### config.mk
export PLATFORM = sky130hd
export DESIGN_NAME = polyline_arc_length
export DESIGN_NICKNAME = d
export VERILOG_FILES = /design/src/hdl/pal_pkg.sv /design/src/hdl/polyline_arc_length.sv
export SDC_FILE = /design/constraint.sdc
export NUM_CORES = 2
export LEC_CHECK = 0
export BUFFER_PORTS_ARGS = -buffer_cell sky130_fd_sc_hd__clkbuf_2
export CORE_UTILIZATION = 40
export DETAILED_ROUTE_END_ITERATION = 10
export GPL_TIMING_DRIVEN = 1
export PLACE_DENSITY = 0.53
export SYNTH_ARGS = -nofsm -noshare
export SYNTH_HDL_FRONTEND = slang
export SYNTH_SLANG_ARGS = --single-unit
### constraint.sdc
create_clock -name clk_i -period 12.02 [get_ports clk_i]
set_input_delay 1.803 -clock clk_i [delete_from_list [all_inputs] [get_ports clk_i]]
set_output_delay 1.803 -clock clk_i [all_outputs]
set_load 0.03 [all_outputs]
### src/hdl/pal_pkg.sv
package pal_pkg;

  localparam int COORD_WIDTH  = 24;
  localparam int LENGTH_WIDTH = 40;

  // coordinate difference magnitude and root share one width
  localparam int DIFF_W = COORD_WIDTH + 1;
  localparam int SQ_W   = 2 * DIFF_W;
  localparam int REM_W  = DIFF_W + 2;
  localparam int STEP_W = REM_W + 2;
  localparam int CNT_W  = $clog2(DIFF_W);
  localparam int SUM_W  = ((LENGTH_WIDTH > DIFF_W) ? LENGTH_WIDTH : DIFF_W) + 1;

  typedef logic signed [COORD_WIDTH-1:0] coord_t;
  typedef logic [LENGTH_WIDTH-1:0]       length_t;
  typedef logic [DIFF_W-1:0]             diff_t;
  typedef logic [SQ_W-1:0]               sq_t;
  typedef logic [REM_W-1:0]              rem_t;
  typedef logic [STEP_W-1:0]             step_t;
  typedef logic [CNT_W-1:0]              cnt_t;
  typedef logic [SUM_W-1:0]              sum_t;

  typedef enum logic [5:0] {
    ST_IDLE  = 6'b000001,
    ST_MUL_X = 6'b000010,
    ST_MUL_Y = 6'b000100,
    ST_ADD   = 6'b001000,
    ST_ROOT  = 6'b010000,
    ST_DONE  = 6'b100000
  } state_e;

  // magnitude of the difference of two signed coordinates
  function automatic diff_t abs_diff(input coord_t a, input coord_t b);
    logic signed [DIFF_W-1:0] d;
    d = DIFF_W'(a) - DIFF_W'(b);
    return d[DIFF_W-1] ? diff_t'(-d) : diff_t'(d);
  endfunction

endpackage

### src/hdl/polyline_arc_length.sv
// cumulative arc length along a polyline
//
// input channel: one point per transfer (x_coord_i, y_coord_i, signed, 8 fraction
// bits) with start_path_i marking the first point of a new polyline.
// output channel: one result per input transfer, arc_length_o (unsigned, 8
// fraction bits) and saturated_o, set when the total sits at its maximum.
//
// processing: a start point goes from the input transfer straight to the output
// register. any other point has its coordinate differences registered, then
// passes the single 25x25 multiplier (dx squared, then dy squared) and the sum
// of squares, the bit-serial square root at one root bit per cycle (25 bits),
// and the load of the output register. a new point is taken only once the
// previous result is in the output register.
//
// reset clears the previous point to (0, 0), the running length to 0 and
// empties the output register. when the receiver stalls the result waits in
// the output register while the next point is already taken and worked on;
// a finished result that finds the register full waits until it drains.
module polyline_arc_length (
  input  logic                clk_i,
  input  logic                rst_ni,
  input  pal_pkg::coord_t     x_coord_i,
  input  pal_pkg::coord_t     y_coord_i,
  input  logic                start_path_i,
  input  logic                in_valid_i,
  output logic                in_ready_o,
  output pal_pkg::length_t    arc_length_o,
  output logic                saturated_o,
  output logic                out_valid_o,
  input  logic                out_ready_i
);

  localparam pal_pkg::sum_t LMAX =
    pal_pkg::sum_t'({pal_pkg::LENGTH_WIDTH{1'b1}});

  pal_pkg::state_e  state_q, state_d;
  pal_pkg::coord_t  prev_x_q, prev_y_q;
  pal_pkg::length_t run_q;
  logic             start_q;
  pal_pkg::diff_t   dx_q, dy_q;
  pal_pkg::sq_t     prod_q, rad_q;
  pal_pkg::rem_t    rem_q;
  pal_pkg::diff_t   root_q;
  pal_pkg::cnt_t    cnt_q;
  logic             out_valid_q;
  pal_pkg::length_t arc_q;
  logic             sat_q;

  logic             in_xfer;
  logic             out_load;
  pal_pkg::diff_t   mul_a;
  pal_pkg::step_t   rem_sh, trial;
  logic             take;
  pal_pkg::rem_t    rem_nx;
  pal_pkg::sum_t    sum;
  pal_pkg::length_t total;

  assign in_ready_o = (state_q == pal_pkg::ST_IDLE);
  assign in_xfer    = in_valid_i && in_ready_o;
  // output register free or draining this cycle
  assign out_load   = (state_q == pal_pkg::ST_DONE) && (!out_valid_q || out_ready_i);

  // shared multiplier: dx squared first, then dy squared
  assign mul_a = (state_q == pal_pkg::ST_MUL_X) ? dx_q : dy_q;

  // one root bit per cycle: bring down two radicand bits, try (root << 2) | 1
  assign rem_sh = {rem_q, rad_q[pal_pkg::SQ_W-1 -: 2]};
  assign trial  = pal_pkg::step_t'({root_q, 2'b01});
  assign take   = (rem_sh >= trial);
  assign rem_nx = take ? pal_pkg::rem_t'(rem_sh - trial) : pal_pkg::rem_t'(rem_sh);

  // saturating accumulate
  assign sum   = pal_pkg::sum_t'(run_q) + pal_pkg::sum_t'(root_q);
  assign total = start_q ? '0
               : (sum > LMAX) ? pal_pkg::length_t'(LMAX)
               : sum[pal_pkg::LENGTH_WIDTH-1:0];

  always_comb begin
    state_d = state_q;
    case (state_q)
      pal_pkg::ST_IDLE: begin
        if (in_xfer) begin
          state_d = start_path_i ? pal_pkg::ST_DONE : pal_pkg::ST_MUL_X;
        end
      end
      pal_pkg::ST_MUL_X: state_d = pal_pkg::ST_MUL_Y;
      pal_pkg::ST_MUL_Y: state_d = pal_pkg::ST_ADD;
      pal_pkg::ST_ADD:   state_d = pal_pkg::ST_ROOT;
      pal_pkg::ST_ROOT: begin
        if (cnt_q == '0) begin
          state_d = pal_pkg::ST_DONE;
        end
      end
      pal_pkg::ST_DONE: begin
        if (out_load) begin
          state_d = pal_pkg::ST_IDLE;
        end
      end
      default: state_d = pal_pkg::ST_IDLE;
    endcase
  end

  // control and architectural state
  always_ff @(posedge clk_i or negedge rst_ni) begin
    if (!rst_ni) begin
      state_q     <= pal_pkg::ST_IDLE;
      prev_x_q    <= '0;
      prev_y_q    <= '0;
      run_q       <= '0;
      out_valid_q <= 1'b0;
    end else begin
      state_q <= state_d;
      if (in_xfer) begin
        prev_x_q <= x_coord_i;
        prev_y_q <= y_coord_i;
      end
      if (out_load) begin
        run_q       <= total;
        out_valid_q <= 1'b1;
      end else if (out_ready_i) begin
        out_valid_q <= 1'b0;
      end
    end
  end

  // datapath
  always_ff @(posedge clk_i) begin
    if (in_xfer) begin
      start_q <= start_path_i;
      dx_q    <= pal_pkg::abs_diff(x_coord_i, prev_x_q);
      dy_q    <= pal_pkg::abs_diff(y_coord_i, prev_y_q);
      root_q  <= '0;
    end
    if (state_q == pal_pkg::ST_MUL_X || state_q == pal_pkg::ST_MUL_Y) begin
      prod_q <= pal_pkg::sq_t'(mul_a) * pal_pkg::sq_t'(mul_a);
    end
    if (state_q == pal_pkg::ST_MUL_Y) begin
      rad_q <= prod_q;
    end
    if (state_q == pal_pkg::ST_ADD) begin
      rad_q <= rad_q + prod_q;
      rem_q <= '0;
      cnt_q <= pal_pkg::cnt_t'(pal_pkg::DIFF_W - 1);
    end
    if (state_q == pal_pkg::ST_ROOT) begin
      rad_q  <= {rad_q[pal_pkg::SQ_W-3:0], 2'b00};
      rem_q  <= rem_nx;
      root_q <= {root_q[pal_pkg::DIFF_W-2:0], take};
      cnt_q  <= cnt_q - pal_pkg::cnt_t'(1);
    end
    if (out_load) begin
      arc_q <= total;
      sat_q <= (pal_pkg::sum_t'(total) == LMAX);
    end
  end

  assign out_valid_o  = out_valid_q;
  assign arc_length_o = arc_q;
  assign saturated_o  = sat_q;

endmodule

==> metrics.cfg <==
[status]
outcome = completed

[hold_path]
min_path_type = flop to flop
worstHoldEndpoint = run_q[19]$_DFFE_PN0P_
min-delay-start = run_q[19]$_DFFE_PN0P_
whs_path_depth = 2

[worst_setup_path]
crit_path_max_incr_delay_ns = 0.63
crit_path_max_fanout = 33
slowest_stage = o311ai_0
crit_path_end_kind = flop
r2r-start = state_q[3]$_DFFE_PN0P_
arrival_ns = 10.76
reg2reg_depth = 31
cp-startpoint = state_q[3]$_DFFE_PN0P_
crit_type = flop to flop
reg2reg_slack_ns = 1.59
cp_common_cell = fa_1
crit_path_start_kind = flop
r2r_end = prod_q[46]$_DFFE_PP_
critPathRequiredTime_ns = 12.34

[floorplan]
fp.dieH_um = 315
top_level_ports = 96
die_x_um = 315
core_mm2 = 0.0967
row_count = 114
start_util_pct = 40.4
die-area_mm2 = 0.0990

[placed_design]
dpl_worst_slack_ns = 1.63
place_congestion = 0.884
dp_hpwl_mm = 81.9
port-buffer-count = 95

[final_layout]
drive_gt1_share_pct = 5.85
diodes = 0
final_nets = 5107
nFillCells = 9586
areaGrowthSynthToFinish_pct = 8.51
fin_util_pct = 43.9

[drt]
firstDrtPassIters = 8
vias_per_cell = 5.14
route.detailed.drc = 0
ant_nets = 0
dr_total_vias = 28600
drt-wirelength-per-cell_um = 18.5
drt_iter0_drc = 1748
wl_mm = 103

[sta]
slew-limit-headroom_pct = 23.1
timing.final.crit_share_pct = 86.8
clock-skew-final_ns = 0.0431
fmax_mhz = 95.9
setup_slack_ns = 1.59
hold_violations = 0
tns_ns = 0
holdWs_ns = 0.483
finalSetupViolCount = 0
min_period_ns = 10.43
rsz0062_at_grt = no
max_slew.worst_pin.slew_ns = 1.13
drv_slew = 0

[clocking]
cts_buffers = 43
cts-root-buf = clkbuf_16
cts.path.max_buffers = 3
cts.sinks = 343
clkSlewWorstSetupHoldPaths_ns = 0.06
cts_resized = 0
cts_setup_buffers = 0
cts_hold_buf = 0
tritoncts = yes
clock_latency_ns = 0.61
htreeDepth = 2

[yosys]
synth_top_cell_by_area = fa_1
synth_seq_area_share_pct = 25.1
synthArstFlopShare_pct = 27.7
ys_ff_latch = 343
ys.flop_type = edfxtp_1
ys_top_cells_by_area = fa_1, edfxtp_1, ha_1
avgSynthCellArea_um2 = 9.28
yosys_warnings = 0
synth_edf_count = 246
synth_cells = 4213
synth_cell_types = 83
netlist_top_cells_count = inv_1, fa_1, nand2_1
synth_area_mm2 = 0.0391
synthDominantCellAreaShare_pct = 24.0
synth.most_common_cell = inv_1
synth_nets = 5066

[global_routing]
grt_max_degree = 107
track_usage_pct = 21.4
overflow = 0
antenna_found_initial = 0
grt_pass1_vias = 29800
grt_pass1_wl_mm = 166

[job]
cap_violations = 0

-- metrics by stage --
step	cell area [um^2]	std cells
after floorplan	39100	4213
after global placement	41000	5485
after detailed placement	41000	5485
after CTS	42400	5564
after global routing	42400	5564
final	42400	5564
-- flip-flops by register name (all words and copies together), names as in the netlist --
signal / count
arc_length_o: 40
cnt_q: 5
dx_q: 25
dy_q: 25
out_valid_o: 1
prev_x_q: 24
prev_y_q: 24
prod_q: 49
rad_q: 50
rem_q: 27
root_q: 25
run_q: 40
saturated_o: 1
start_q: 1
state_q: 6
-- area by class of cell --
cell class              instances  area (um^2)  share of cell area (%)
multi-input cells            2943        25900                    61.0
flip-flops and latches        343         9810                    23.1
inverters                     791         2970                    7.00
well taps                    1276         1600                    3.76
clock buffers                  56         1200                    2.82
repair buffers                132          756                    1.78
clock inverters                23          230                   0.543
-- critical path, delay by kind of cell, from the launching register on --
kind / cells / cell delay [ns]
DFF: 1 / 0.41
xor gates and xnor gates: 1 / 0.10
buffers and inverters: 7 / 1.42
adders and majority gates: 8 / 3.74
AOI/OAI and AO/OA: 8 / 2.49
and+or+nand+nor: 7 / 1.93
-- cell families (layout without fill, tap and decap cells) --
family | count (synthesis) | after routing | share of synthesized area, %
buffers and inverters | 927 | 1002 | 8.91
muxes | 43 | 43 | 1.11
xor gates and xnor gates | 229 | 229 | 5.13
adders and majority gates | 800 | 800 | 34.6
and+or+nand+nor | 1091 | 1091 | 12.3
AOI/OAI and AO/OA | 780 | 780 | 12.8
DFF | 343 | 343 | 25.1
-- layer usage --
layer	vias up	part of all wire, %	GRT usage (%)
met5	-	0	0
met4	0	3.7	7.70
met3	170	4.3	2.82
met2	608	45	34.0
met1	13900	47	29.7
li1	13900	-	-
-- placed cells by master (no fill, tap or decap), types with 28 or more instances in the layout --
cell,netlist,layout
a31oi_1,31,30
a21oi_1,199,199
inv_1,783,781
and3_1,28,28
a21o_1,103,103
mux2i_1,40,33
clkbuf_16,0,45
o21ai_0,183,183
clkbuf_2,0,94
nand3_1,56,56
nor2_1,341,340
edfxtp_1,246,246
xnor2_1,151,151
nand2_1,450,448
xor2_1,78,78
fa_1,469,469
nor3_1,43,43
nand2b_1,32,31
dfrtp_1,94,94
o31ai_1,29,29
ha_1,331,331
a22oi_1,39,39
buf_4,0,38
-- worst max path at each step --
stage | endpoint | slack (ns) | depth (start not counted)
final | prod_q[46]$_DFFE_PP_ | 1.59 | 31
after global routing | prod_q[46]$_DFFE_PP_ | 0.78 | 31
after floorplan | prod_q[46]$_DFFE_PP_ | 2.72 | 33
after CTS | prod_q[46]$_DFFE_PP_ | 1.57 | 31
after detailed placement | prod_q[46]$_DFFE_PP_ | 1.63 | 31
after global placement | prod_q[46]$_DFFE_PP_ | 1.82 | 31
Power is left out: the tool's default activity adds up to more than one toggle a clock period on the data nets, which glitch-free logic cannot reach.
